===== config.mk =====
export PLATFORM = sky130hd
export DESIGN_NAME = dual_camera_fixation_qualifier
export DESIGN_NICKNAME = d
export VERILOG_FILES = /design/src/hw/rtl/dcfq_pkg.sv /design/src/hw/rtl/dcfq_ctrl.sv /design/src/hw/rtl/dcfq_datapath.sv /design/src/hw/rtl/dual_camera_fixation_qualifier.sv
export SDC_FILE = /design/constraint.sdc
export NUM_CORES = 2
export LEC_CHECK = 0
export BUFFER_PORTS_ARGS = -buffer_cell sky130_fd_sc_hd__buf_2
export CAP_MARGIN = 40
export CORE_ASPECT_RATIO = 0.8
export CORE_MARGIN = 3
export CORE_UTILIZATION = 60
export DETAILED_ROUTE_END_ITERATION = 8
export GPL_ROUTABILITY_DRIVEN = 1
export PLACE_DENSITY = 0.79
export SETUP_SLACK_MARGIN = 0.15
export SYNTH_ARGS = -nofsm -noshare
export SYNTH_HDL_FRONTEND = slang
export SYNTH_HIERARCHICAL = 1
export SYNTH_SLANG_ARGS = --single-unit

===== constraint.sdc =====
create_clock -name clk -period 13.1 [get_ports clk]
set_input_delay 1.965 -clock clk [delete_from_list [all_inputs] [get_ports clk]]
set_output_delay 1.965 -clock clk [all_outputs]
set_load 0.02 [all_outputs]

===== src/hw/rtl/dcfq_pkg.sv =====
package dcfq_pkg;

  // Field and register widths
  localparam int MAG_W    = 16;  // Q8.8 magnification
  localparam int MAG_FRAC = 8;   // fraction bits of the magnification
  localparam int CNT_W    = 8;   // bad frame counter
  localparam int CFG_W    = 8;   // configuration data
  localparam int CFG_IDX_W = 1;  // configuration register index

  // Sequencer lengths
  localparam int STEP_W    = 4;
  localparam int MUL_STEPS = 11;
  localparam int CMP_STEPS = 3;

  // Configuration register indexes
  typedef enum logic [CFG_IDX_W-1:0] {
    REG_PIXEL_TOL = 1'b0,
    REG_MAX_BAD   = 1'b1
  } cfg_reg_t;

  // Operations of the shared multiplier
  typedef enum logic [3:0] {
    MUL_PWLO_M,   // wide width low bound times magnification
    MUL_PWHI_M,
    MUL_PHLO_M,
    MUL_PHHI_M,
    MUL_M2,       // magnification squared
    MUL_PA_LO,    // wide area low bound
    MUL_PA_HI,
    MUL_ZA_LO,    // zoom area low bound
    MUL_ZA_HI,
    MUL_PAM_LO,   // wide area low bound times magnification squared
    MUL_PAM_HI,
    MUL_NONE
  } mul_op_t;

  // Interval overlap checks
  typedef enum logic [1:0] {
    CMP_NONE,
    CMP_WIDTH,
    CMP_HEIGHT,
    CMP_AREA
  } cmp_op_t;

  // Commands from the controller to the datapath
  typedef struct packed {
    logic    load;
    mul_op_t mul_op;
    cmp_op_t cmp_op;
    logic    update;
  } dcfq_cmd_t;

endpackage


===== src/hw/rtl/dcfq_ctrl.sv =====
module dcfq_ctrl
  import dcfq_pkg::*;
(
  input  logic      clk,
  input  logic      rst,
  input  logic      in_valid,
  output logic      in_stall,
  output logic      out_valid,
  input  logic      out_stall,
  output dcfq_cmd_t cmd
);

  typedef enum logic [1:0] {
    S_IDLE,
    S_MUL,
    S_CMP,
    S_DONE
  } state_t;

  state_t              state;
  logic [STEP_W-1:0]   step;
  logic                out_free;

  assign in_stall = (state != S_IDLE);
  assign out_free = !out_valid || !out_stall;

  // Decode commands from state and step
  always_comb begin
    cmd.load   = (state == S_IDLE) && in_valid;
    cmd.mul_op = MUL_NONE;
    cmd.cmp_op = CMP_NONE;
    cmd.update = (state == S_DONE) && out_free;
    if (state == S_MUL) begin
      unique case (step)
        4'd0:    cmd.mul_op = MUL_PWLO_M;
        4'd1:    cmd.mul_op = MUL_PWHI_M;
        4'd2:    cmd.mul_op = MUL_PHLO_M;
        4'd3:    cmd.mul_op = MUL_PHHI_M;
        4'd4:    cmd.mul_op = MUL_M2;
        4'd5:    cmd.mul_op = MUL_PA_LO;
        4'd6:    cmd.mul_op = MUL_PA_HI;
        4'd7:    cmd.mul_op = MUL_ZA_LO;
        4'd8:    cmd.mul_op = MUL_ZA_HI;
        4'd9:    cmd.mul_op = MUL_PAM_LO;
        4'd10:   cmd.mul_op = MUL_PAM_HI;
        default: cmd.mul_op = MUL_NONE;
      endcase
    end
    if (state == S_CMP) begin
      unique case (step)
        4'd0:    cmd.cmp_op = CMP_WIDTH;
        4'd1:    cmd.cmp_op = CMP_HEIGHT;
        4'd2:    cmd.cmp_op = CMP_AREA;
        default: cmd.cmp_op = CMP_NONE;
      endcase
    end
  end

  // Sequence the item and hold the output valid
  always_ff @(posedge clk) begin
    if (rst) begin
      state     <= S_IDLE;
      step      <= '0;
      out_valid <= 1'b0;
    end else begin
      if (state == S_DONE && out_free) begin
        out_valid <= 1'b1;
      end else if (out_valid && !out_stall) begin
        out_valid <= 1'b0;
      end
      unique case (state)
        S_IDLE: begin
          if (in_valid) begin
            state <= S_MUL;
            step  <= '0;
          end
        end
        S_MUL: begin
          if (step == STEP_W'(MUL_STEPS - 1)) begin
            state <= S_CMP;
            step  <= '0;
          end else begin
            step <= step + 1'b1;
          end
        end
        S_CMP: begin
          if (step == STEP_W'(CMP_STEPS - 1)) begin
            state <= S_DONE;
            step  <= '0;
          end else begin
            step <= step + 1'b1;
          end
        end
        S_DONE: begin
          if (out_free) begin
            state <= S_IDLE;
          end
        end
        default: state <= S_IDLE;
      endcase
    end
  end

  a_accept_starts: assert property (@(posedge clk) disable iff (rst)
    in_valid && !in_stall |=> state == S_MUL && step == '0)
    else $error("accepted item did not start the multiply sequence");

  a_valid_from_done: assert property (@(posedge clk) disable iff (rst)
    $rose(out_valid) |-> $past(state == S_DONE))
    else $error("output valid rose outside the final step");

  a_update_free: assert property (@(posedge clk) disable iff (rst)
    cmd.update |-> !(out_valid && out_stall))
    else $error("result overwrote a stalled output");

endmodule


===== src/hw/rtl/dcfq_datapath.sv =====
module dcfq_datapath
  import dcfq_pkg::*;
#(
  parameter int DIM_BITS = 10
) (
  input  logic                 clk,
  input  logic                 rst,
  input  dcfq_cmd_t            cmd,
  input  logic                 cfg_we,
  input  logic [CFG_IDX_W-1:0] cfg_index,
  input  logic [CFG_W-1:0]     cfg_data,
  input  logic                 wide_found,
  input  logic [DIM_BITS-1:0]  wide_width,
  input  logic [DIM_BITS-1:0]  wide_height,
  input  logic                 zoom_found,
  input  logic [DIM_BITS-1:0]  zoom_width,
  input  logic [DIM_BITS-1:0]  zoom_height,
  input  logic [MAG_W-1:0]     zoom_mag,
  output logic                 wide_in_view,
  output logic                 zoom_in_view,
  output logic [CNT_W-1:0]     bad_count
);

  // Bound width, scaled bound width, multiplier operand and product widths
  localparam int LW = DIM_BITS + 2;
  localparam int SW = LW + MAG_W + 1;
  localparam int MW = ((2 * LW > 2 * MAG_W) ? 2 * LW : 2 * MAG_W) + 1;
  localparam int PW = 2 * MW;

  logic [CFG_W-1:0]        pixel_tolerance;
  logic [CNT_W-1:0]        max_bad_frames;
  logic [CNT_W-1:0]        bad_frames;

  logic                    wide_fnd;
  logic                    zoom_go;
  logic [MAG_W-1:0]        mag;
  logic signed [LW-1:0]    pwlo, pwhi, phlo, phhi;
  logic signed [LW-1:0]    zwlo, zwhi, zhlo, zhhi;
  logic signed [LW-1:0]    tol_ext;

  logic signed [SW-1:0]    pwm_lo, pwm_hi, phm_lo, phm_hi;
  logic [2*MAG_W-1:0]      m2;
  logic signed [2*LW-1:0]  pa_lo, pa_hi, za_lo, za_hi;
  logic signed [PW-1:0]    pam_lo, pam_hi;

  logic signed [MW-1:0]    mul_a, mul_b;
  logic signed [PW-1:0]    product;

  logic signed [PW-1:0]    cmp_zlo, cmp_zhi, cmp_plo, cmp_phi;
  logic                    overlap;
  logic                    wok, hok, aok;

  logic                    hit;
  logic [CNT_W:0]          bad_inc;
  logic [CNT_W-1:0]        bad_next;

  assign tol_ext = $signed({{(LW - CFG_W){1'b0}}, pixel_tolerance});

  // Write configuration registers
  always_ff @(posedge clk) begin
    if (rst) begin
      pixel_tolerance <= CFG_W'(5);
      max_bad_frames  <= CNT_W'(10);
    end else if (cfg_we) begin
      unique case (cfg_reg_t'(cfg_index))
        REG_PIXEL_TOL: pixel_tolerance <= cfg_data;
        REG_MAX_BAD:   max_bad_frames  <= cfg_data;
        default:       ;
      endcase
    end
  end

  // Capture the item and widen its sizes by the tolerance
  always_ff @(posedge clk) begin
    if (cmd.load) begin
      wide_fnd <= wide_found;
      zoom_go  <= zoom_found && (zoom_mag != '0);
      mag      <= zoom_mag;
      pwlo     <= $signed({2'b00, wide_width})  - tol_ext;
      pwhi     <= $signed({2'b00, wide_width})  + tol_ext;
      phlo     <= $signed({2'b00, wide_height}) - tol_ext;
      phhi     <= $signed({2'b00, wide_height}) + tol_ext;
      zwlo     <= $signed({2'b00, zoom_width})  - tol_ext;
      zwhi     <= $signed({2'b00, zoom_width})  + tol_ext;
      zhlo     <= $signed({2'b00, zoom_height}) - tol_ext;
      zhhi     <= $signed({2'b00, zoom_height}) + tol_ext;
    end
  end

  // Select operands of the shared multiplier
  always_comb begin
    mul_a = '0;
    mul_b = '0;
    case (cmd.mul_op)
      MUL_PWLO_M: mul_a = {{(MW - LW){pwlo[LW-1]}}, pwlo};
      MUL_PWHI_M: mul_a = {{(MW - LW){pwhi[LW-1]}}, pwhi};
      MUL_PHLO_M: mul_a = {{(MW - LW){phlo[LW-1]}}, phlo};
      MUL_PHHI_M: mul_a = {{(MW - LW){phhi[LW-1]}}, phhi};
      MUL_M2:     mul_a = {{(MW - MAG_W){1'b0}}, mag};
      MUL_PA_LO:  mul_a = {{(MW - LW){pwlo[LW-1]}}, pwlo};
      MUL_PA_HI:  mul_a = {{(MW - LW){pwhi[LW-1]}}, pwhi};
      MUL_ZA_LO:  mul_a = {{(MW - LW){zwlo[LW-1]}}, zwlo};
      MUL_ZA_HI:  mul_a = {{(MW - LW){zwhi[LW-1]}}, zwhi};
      MUL_PAM_LO: mul_a = {{(MW - 2 * LW){pa_lo[2*LW-1]}}, pa_lo};
      MUL_PAM_HI: mul_a = {{(MW - 2 * LW){pa_hi[2*LW-1]}}, pa_hi};
      default:    mul_a = '0;
    endcase
    case (cmd.mul_op) inside
      MUL_PWLO_M, MUL_PWHI_M, MUL_PHLO_M, MUL_PHHI_M, MUL_M2:
                  mul_b = {{(MW - MAG_W){1'b0}}, mag};
      MUL_PA_LO:  mul_b = {{(MW - LW){phlo[LW-1]}}, phlo};
      MUL_PA_HI:  mul_b = {{(MW - LW){phhi[LW-1]}}, phhi};
      MUL_ZA_LO:  mul_b = {{(MW - LW){zhlo[LW-1]}}, zhlo};
      MUL_ZA_HI:  mul_b = {{(MW - LW){zhhi[LW-1]}}, zhhi};
      MUL_PAM_LO, MUL_PAM_HI:
                  mul_b = {{(MW - 2 * MAG_W){1'b0}}, m2};
      default:    mul_b = '0;
    endcase
  end

  assign product = mul_a * mul_b;

  // Store each product in its own register
  always_ff @(posedge clk) begin
    case (cmd.mul_op)
      MUL_PWLO_M: pwm_lo <= product[SW-1:0];
      MUL_PWHI_M: pwm_hi <= product[SW-1:0];
      MUL_PHLO_M: phm_lo <= product[SW-1:0];
      MUL_PHHI_M: phm_hi <= product[SW-1:0];
      MUL_M2:     m2     <= product[2*MAG_W-1:0];
      MUL_PA_LO:  pa_lo  <= product[2*LW-1:0];
      MUL_PA_HI:  pa_hi  <= product[2*LW-1:0];
      MUL_ZA_LO:  za_lo  <= product[2*LW-1:0];
      MUL_ZA_HI:  za_hi  <= product[2*LW-1:0];
      MUL_PAM_LO: pam_lo <= product;
      MUL_PAM_HI: pam_hi <= product;
      default:    ;
    endcase
  end

  // Align zoom values to the wide side's scale and pick one interval pair
  always_comb begin
    cmp_zlo = '0;
    cmp_zhi = '0;
    cmp_plo = '0;
    cmp_phi = '0;
    case (cmd.cmp_op)
      CMP_WIDTH: begin
        cmp_zlo = {{(PW - LW - MAG_FRAC){zwlo[LW-1]}}, zwlo, {MAG_FRAC{1'b0}}};
        cmp_zhi = {{(PW - LW - MAG_FRAC){zwhi[LW-1]}}, zwhi, {MAG_FRAC{1'b0}}};
        cmp_plo = {{(PW - SW){pwm_lo[SW-1]}}, pwm_lo};
        cmp_phi = {{(PW - SW){pwm_hi[SW-1]}}, pwm_hi};
      end
      CMP_HEIGHT: begin
        cmp_zlo = {{(PW - LW - MAG_FRAC){zhlo[LW-1]}}, zhlo, {MAG_FRAC{1'b0}}};
        cmp_zhi = {{(PW - LW - MAG_FRAC){zhhi[LW-1]}}, zhhi, {MAG_FRAC{1'b0}}};
        cmp_plo = {{(PW - SW){phm_lo[SW-1]}}, phm_lo};
        cmp_phi = {{(PW - SW){phm_hi[SW-1]}}, phm_hi};
      end
      CMP_AREA: begin
        cmp_zlo = {{(PW - 2 * LW - 2 * MAG_FRAC){za_lo[2*LW-1]}}, za_lo,
                   {(2 * MAG_FRAC){1'b0}}};
        cmp_zhi = {{(PW - 2 * LW - 2 * MAG_FRAC){za_hi[2*LW-1]}}, za_hi,
                   {(2 * MAG_FRAC){1'b0}}};
        cmp_plo = pam_lo;
        cmp_phi = pam_hi;
      end
      default: ;
    endcase
  end

  assign overlap = (cmp_zlo <= cmp_phi && cmp_zlo >= cmp_plo) ||
                   (cmp_zhi <= cmp_phi && cmp_zhi >= cmp_plo) ||
                   (cmp_zlo <= cmp_plo && cmp_zhi >= cmp_phi);

  // Record each overlap flag
  always_ff @(posedge clk) begin
    case (cmd.cmp_op)
      CMP_WIDTH:  wok <= overlap;
      CMP_HEIGHT: hok <= overlap;
      CMP_AREA:   aok <= overlap;
      default:    ;
    endcase
  end

  // Count bad frames: decrement on a hit, increment and saturate at the limit on a miss
  assign hit     = zoom_go && wok && hok && aok;
  assign bad_inc = {1'b0, bad_frames} + 1'b1;

  always_comb begin
    if (hit) begin
      bad_next = (bad_frames != '0) ? bad_frames - 1'b1 : bad_frames;
    end else if (bad_inc >= {1'b0, max_bad_frames}) begin
      bad_next = max_bad_frames;
    end else begin
      bad_next = bad_inc[CNT_W-1:0];
    end
  end

  always_ff @(posedge clk) begin
    if (rst) begin
      bad_frames <= '0;
    end else if (cmd.update) begin
      bad_frames <= bad_next;
    end
  end

  // Load the output register
  always_ff @(posedge clk) begin
    if (cmd.update) begin
      wide_in_view <= wide_fnd;
      zoom_in_view <= hit && (bad_next == '0);
      bad_count    <= bad_next;
    end
  end

  a_miss_clamps: assert property (@(posedge clk) disable iff (rst)
    cmd.update && !hit && !cfg_we |=> bad_frames <= max_bad_frames)
    else $error("bad frame count above its limit after a miss");

  a_hit_decrements: assert property (@(posedge clk) disable iff (rst)
    cmd.update && hit && bad_frames != '0 |=> bad_frames == $past(bad_frames) - 1'b1)
    else $error("hit did not decrement the bad frame count");

  a_view_zero: assert property (@(posedge clk) disable iff (rst)
    $past(cmd.update) && zoom_in_view |-> bad_count == '0)
    else $error("zoom reported in view with a nonzero count");

endmodule


===== src/hw/rtl/dual_camera_fixation_qualifier.sv =====
// Channel   Direction  Handshake              Payload
// in        in         in_valid / in_stall    wide_found, wide_width, wide_height,
//                                             zoom_found, zoom_width, zoom_height, zoom_mag
// out       out        out_valid / out_stall  wide_in_view, zoom_in_view, bad_count
// cfg       in         cfg_valid / cfg_ready  cfg_index, cfg_data
//
// An item is captured, then passes through eleven products on the single shared
// 33x33 signed multiplier, three interval overlap checks and a final step that
// updates the counter and loads the output register.
// The result sits in an output register; the next item is taken while it waits,
// and the final step holds until that register is free.
// Reset is synchronous on rst; it clears the counter and restores the registers.
module dual_camera_fixation_qualifier
  import dcfq_pkg::*;
#(
  parameter int DIM_BITS = 10
) (
  input  logic                 clk,
  input  logic                 rst,
  input  logic                 in_valid,
  output logic                 in_stall,
  input  logic                 wide_found,
  input  logic [DIM_BITS-1:0]  wide_width,
  input  logic [DIM_BITS-1:0]  wide_height,
  input  logic                 zoom_found,
  input  logic [DIM_BITS-1:0]  zoom_width,
  input  logic [DIM_BITS-1:0]  zoom_height,
  input  logic [MAG_W-1:0]     zoom_mag,
  output logic                 out_valid,
  input  logic                 out_stall,
  output logic                 wide_in_view,
  output logic                 zoom_in_view,
  output logic [CNT_W-1:0]     bad_count,
  input  logic                 cfg_valid,
  output logic                 cfg_ready,
  input  logic [CFG_IDX_W-1:0] cfg_index,
  input  logic [CFG_W-1:0]     cfg_data
);

  dcfq_cmd_t cmd;

  // Registers are always writable
  assign cfg_ready = 1'b1;

  dcfq_ctrl u_ctrl (
    .clk       (clk),
    .rst       (rst),
    .in_valid  (in_valid),
    .in_stall  (in_stall),
    .out_valid (out_valid),
    .out_stall (out_stall),
    .cmd       (cmd)
  );

  dcfq_datapath #(
    .DIM_BITS (DIM_BITS)
  ) u_datapath (
    .clk          (clk),
    .rst          (rst),
    .cmd          (cmd),
    .cfg_we       (cfg_valid && cfg_ready),
    .cfg_index    (cfg_index),
    .cfg_data     (cfg_data),
    .wide_found   (wide_found),
    .wide_width   (wide_width),
    .wide_height  (wide_height),
    .zoom_found   (zoom_found),
    .zoom_width   (zoom_width),
    .zoom_height  (zoom_height),
    .zoom_mag     (zoom_mag),
    .wide_in_view (wide_in_view),
    .zoom_in_view (zoom_in_view),
    .bad_count    (bad_count)
  );

endmodule


; ---- Word-level counts from Yosys, hierarchy flattened
; Memories as Yosys holds them, arrays and structs flattened. A register that Yosys moved wholly into a read port is not among the register bits.
; Cells that the tools add are included.
[word_totals]
regBits = 534
romBits = 64
input_bits = 72
mem_count = 1
[memory_table]
columns = memory, words, word_bits, read_ports, rd_ports_with_merged_regs, write_ports, line
row1 = (name not given), 16, 4, 1, 1, 0, dcfq_ctrl.sv:34  ; unique case (step)
[op_classes]
addsub = 11
mul = 1
magnitude_cmp = 7
n_eq_ne = 23
muxes = 30
n_bitwise = 1
n_reduce_logical = 33
[op_table]
columns = op, count
row1 = case mux 66 bit (3 select lines), 4
row2 = case mux 33 bit (9 select lines), 1
row3 = >= comparator 66 bit, 3
row4 = <= comparator 66 bit, 3
row5 = 2-to-1 mux 33 bit, 5
row6 = multiplier 33 x 33 -> 66 bit, 1
row7 = adder 10 x 8 -> 11 bit, 4
row8 = subtractor 10 x 8 -> 11 bit, 4
row9 = 2-to-1 mux 32 bit, 1
row10 = 2-to-1 mux 4 bit, 6
row11 = 2-to-1 mux 8 bit, 3
row12 = == test 4 x 3 -> 1 bit (second input constant), 4
row13 = == test 4 bit (second input constant), 4
row14 = nonzero test 16 bit, 1
row15 = == test 4 x 2 -> 1 bit (second input constant), 3
row16 = case mux 4 bit (3 select lines), 1
row17 = logical AND 1 bit, 11
row18 = 2-to-1 mux 2 bit, 5
row19 = adder 8 x 1 -> 9 bit (second input constant), 1
row20 = >= comparator 9 x 8 -> 1 bit, 1
row21 = == test 2 bit (second input constant), 4
row22 = == test 4 x 1 -> 1 bit (second input constant), 2
row23 = zero test 4 bit, 2
row24 = zero test 8 bit, 1
row25 = other kinds (19), 31

; ---- Longest topological paths before layout
[depth]
word_depth = 11
depth_mapped = 44

; ---- By module
; Netlist, hierarchy kept.
[by_module_without_submodules]
columns = module, n_inst, cells_each, area_per_inst_um2, seq_area_each_um2
row1 = dcfq_datapath, 1, 5684, 58031.9, 15224.6
row2 = dcfq_ctrl, 1, 71, 606.8, 220.2
row3 = dual_camera_fixation_qualifier, 1, 2, 11.3, 0.0

; ---- Worst setup path after synthesis
; Ideal clock, no wire load.
[synth_timing]
path_kind = register -> register
startpoint = register u_ctrl.state[1]
endpoint = register u_datapath.pam_hi[63], data pin
setup_time_ns = 0.274
arrival_ns = 12.118
required_ns = 12.826
path_slack_ns = 0.708
stages_incl_launch_ff = 34
n_path_buf = 3
path_cell_list = dfxtp_1 -> inv_1 -> ha_1 -> and2_1 -> nor4_1 -> or2_2 -> buf_6 -> nand2_2 -> nand2_2 -> buf_6 -> a221o_1 -> buf_2 -> nand2_1 -> fa_1 -> fa_1 -> fa_1 -> inv_1 -> fa_1 -> fa_1 -> fa_1 -> fa_1 -> inv_1 -> fa_1 -> inv_1 -> ha_1 -> a211oi_1 -> o21bai_1 -> a21o_1 -> a31oi_1 -> or3_2 -> o211a_1 -> o21a_1 -> o21ai_0 -> nand4b_1
[synth_lines]
columns = element, line
row1 = start: declaration, dcfq_ctrl.sv:20  ; state_t state;
row2 = start signal: assignment, dcfq_ctrl.sv:62  ; state <= S_IDLE;
row3 = start signal: assignment, dcfq_ctrl.sv:74  ; state <= S_MUL;
row4 = start signal: assignment, dcfq_ctrl.sv:80  ; state <= S_CMP;
row5 = end signal: assignment, dcfq_datapath.sv:136  ; MUL_PAM_HI: pam_hi <= product;
row6 = end: declaration, dcfq_datapath.sv:44  ; logic signed [PW-1:0] pam_lo, pam_hi;

==> metrics.md <==
| Metric | Value |
|---|---|
| Outcome | `complete, no violations` |
| Path depth of the worst reg2reg path | `32` |
| R2R setup slack | `approximately 980 ps` |
| GRT Total Usage | `a little over a third` |
| CP arrival | `roughly 12000 ps` |
| WHS Endpoint | `u_datapath/wide_in_view` |
| Hold Path Depth | `0` |
| Final Hold Viols | `0` |
| # fillers | `between 7000 and 8000` |
| Final ANT Viol Nets | `0` |
| Area leader, netlist | `fa_1` |
| Most common cell in the netlist | `inv_1` |
| # DRC | `0` |
| CP Capture Type | `flip-flop` |
| Starting density of the core | `around 61%` |
| Mapped cell area | `roughly 60000 µm²` |
| RR Endpoint | `u_datapath/pam_lo[57]` |
| Post-CTS setup buffer count | `0` |
| Cell Rows | `just over 100` |
| Fmax | `82.52 MHz` |
| CTS Buf Count | `54` |
| Setup TNS | `0 ps` |
| Library cells used by synthesis | `just over 90` |
| Final period utilization | `slightly above 90%` |
| Slew at the pin with the worst max-slew slack | `just over 1000 ps` |
| Bufs on Longest Clock Path | `3` |
| Share of cells above drive strength 1 | `7.114%` |
| Hold Crit Start | `u_datapath/wide_fnd` |
| CTS root buffer | `clkbuf_16` |
| RSZ-0062 raised after global routing | `no` |
| Iteration count of the initial detailed-routing pass | `6` |
| Clock skew | `between 60 and 70 ps` |
| Critical Path Most Common Cell | `fa_1` |
| Area share of the largest cell type after synthesis | `30.82%` |
| DRT iter0 DRCs | `~5400` |
| Max_slew headroom | `32.07%` |
| WL/cell | `24.95 µm` |
| Net count after synthesis | `just over 7000` |
| Slowest stage delay, CP | `approximately 740 ps` |
| Port Buffers | `slightly above 80` |
| Vias/cell | `around 6.2` |
| Pre-CTS setup slack | `about 1200 ps` |
| Synth async-reset ratio | `0%` |
| MaxCap Viol Count | `0` |
| TritonCTS clock tree | `yes` |
| HP Class | `reg2reg` |
| Predominant post-synthesis flop cell | `edfxtp_1` |
| Avg Synthesized Cell Area | `between 10 and 15 µm²` |
| CP max FO | `28` |
| Global-route wire length before repair | `275.6 mm` |
| Clk Latency, worst-skew pair | `approximately 650 ps` |
| Area contributors post-synth | `fa_1 (31%), edfxtp_1 (25%), ha_1 (11%)` |
| NumNets Final | `around 7300` |
| Final Max Slew Viols | `0` |
| Htree depth | `2` |
| Setup-failing EPs final | `0` |
| Post-layout util | `65.71%` |
| Seq/Total Area, Yosys | `between 20% and 30%` |
| Initial antenna violation count | `10` |
| Full die area | `around 100000 µm²` |
| Worst setup path class | `reg2reg` |
| DR vias | `44140` |
| Largest net degree at the start of global routing | `98` |
| Gates resized, CTS repair | `0` |
| Vias in the first global route | `45410` |
| CP required | `13450 ps` |
| Cells after synthesis | `around 5800` |
| Setup WS post-layout | `just under 1000 ps` |
| Time the worst path needs with I/O delays and setup | `between 10000 and 15000 ps` |
| Final WL | `approximately 180 mm` |
| Gr ovfl total | `0` |
| Clock sink total | `around 530` |
| DP Wirelength | `140.1 mm` |
| Die width | `roughly 360 µm` |
| Worst-path clk slew | `roughly 60 ps` |
| Core area | `between 90000 and 100000 µm²` |
| Yosys warns | `6` |
| Hold-fix buffers, CTS | `0` |
| Die Y | `about 290 µm` |
| CP max-delay cell | `or3_1` |
| Final Wtd Congestion | `~1.0` |
| I/O pin cnt | `85` |
| Synthesized flop and latch total | `between 500 and 600` |
| Layout area overhead | `7.458%` |
| Critical path launch point type | `flip-flop` |
| Worst R2R Start | `u_ctrl/state[1]` |
| Post-synth top cells | `inv_1 (1026), fa_1 (903), nand2_1 (563), nor2_1 (563), ha_1 (520)` |
| Post-synth EDFFs | `around 490` |
worst max path at each step:
stage | from | end
6_report | u_ctrl/state[1] | u_datapath/pam_lo[57]
5_1_grt | u_ctrl/state[1] | u_datapath/pam_lo[62]
4_1_cts | u_ctrl/state[1] | u_datapath/pam_lo[62]
3_5_place_dp | u_ctrl/state[1] | u_datapath/pam_lo[62]
3_3_place_gp | u_ctrl/state[1] | u_datapath/pam_hi[62]
2_1_floorplan | u_ctrl/state[1] | u_datapath/pam_hi[63]
cell type report:
class                           count  area, µm²  share of cell area (%)
Antenna cell                        3      7.507                 0.01191
Clock buffer                       61       1378                   2.186
Clock inverter                     40      369.1                  0.5857
Inverter                         1030       3866                   6.134
Multi-Input combinational cell   3970      38630                   61.29
Sequential cell                   526      15440                   24.51
Tap cell                         1287       1610                   2.555
Timing Repair Buffer              221       1719                   2.728
cell usage in the layout, fill, tap and decap left out, types with 48 or more instances in the layout:
cell,instances
xnor2_1,72
fa_1,903
inv_1,1026
buf_4,111
edfxtp_1,491
nor2_1,559
ha_1,520
and3_1,54
mux2i_1,48
a21oi_1,344
o21ai_0,118
a21o_1,94
clkbuf_16,54
buf_2,83
nand4_1,58
nand2_1,563
critical path, delay by kind of cell (launching register included):
kind,cells,cell delay [ps]
fa+ha+maj,10,4800
simple gates,8,2970
compound gates,7,2360
xor+xnor,1,170
flops,1,340
buf+inv,6,1160
cells by family after synthesis:
logic type / Yosys count / synth area share [%]
and+or+nand+nor: 1517 / 11.42
adders and majority gates: 1423 / 41.92
buffers and inverters: 1261 / 8.292
AOI/OAI and AO/OA: 864 / 9.457
DFF: 526 / 26.33
xor gates and xnor gates: 114 / 1.702
muxes: 51 / 0.8768
other: 1 / 0.006394
routing by layer:
| metal | up-vias | wire length (µm) | track usage (%) |
|---|---|---|---|
| met4 | 6 | 8735 | 14.44 |
| met1 | 21810 | 69410 | 50.87 |
| met3 | 495 | 26660 | 12.09 |
| met5 | - | 39 | 0 |
| met2 | 2991 | 73280 | 50.92 |
| li1 | 18840 | - | - |
through the flow:
step | instance area (µm²) | cells | hold slack, ps
final | 63020 | 7138 | 445.3
after global routing | 63020 | 7137 | 454.1
after CTS | 63010 | 7134 | 441.6
after detailed placement | 61260 | 7033 | 425.7
after global placement | 60770 | 7001 | 407.9
after floorplan | 58650 | 5757 | 400.3
sequential cells by signal, summed over array words and instances (netlist names), 11 cells and up, named ones only:
register and cells:
u_datapath/pam_lo 66, u_datapath/pwm_lo 29, u_datapath/phm_lo 29, u_datapath/phm_hi 29, u_datapath/pa_hi 24, u_datapath/pwm_hi 29
u_datapath/za_hi 24, u_datapath/phlo 11, u_datapath/za_lo 24, u_datapath/pwlo 11, u_datapath/zhlo 11, u_datapath/pam_hi 66
u_datapath/zwlo 11, u_datapath/pa_lo 24, u_datapath/m2 32, u_datapath/mag 16
Power is not shown: default switching activity piles up to over one toggle a cycle in this logic, so the estimate is an artifact.
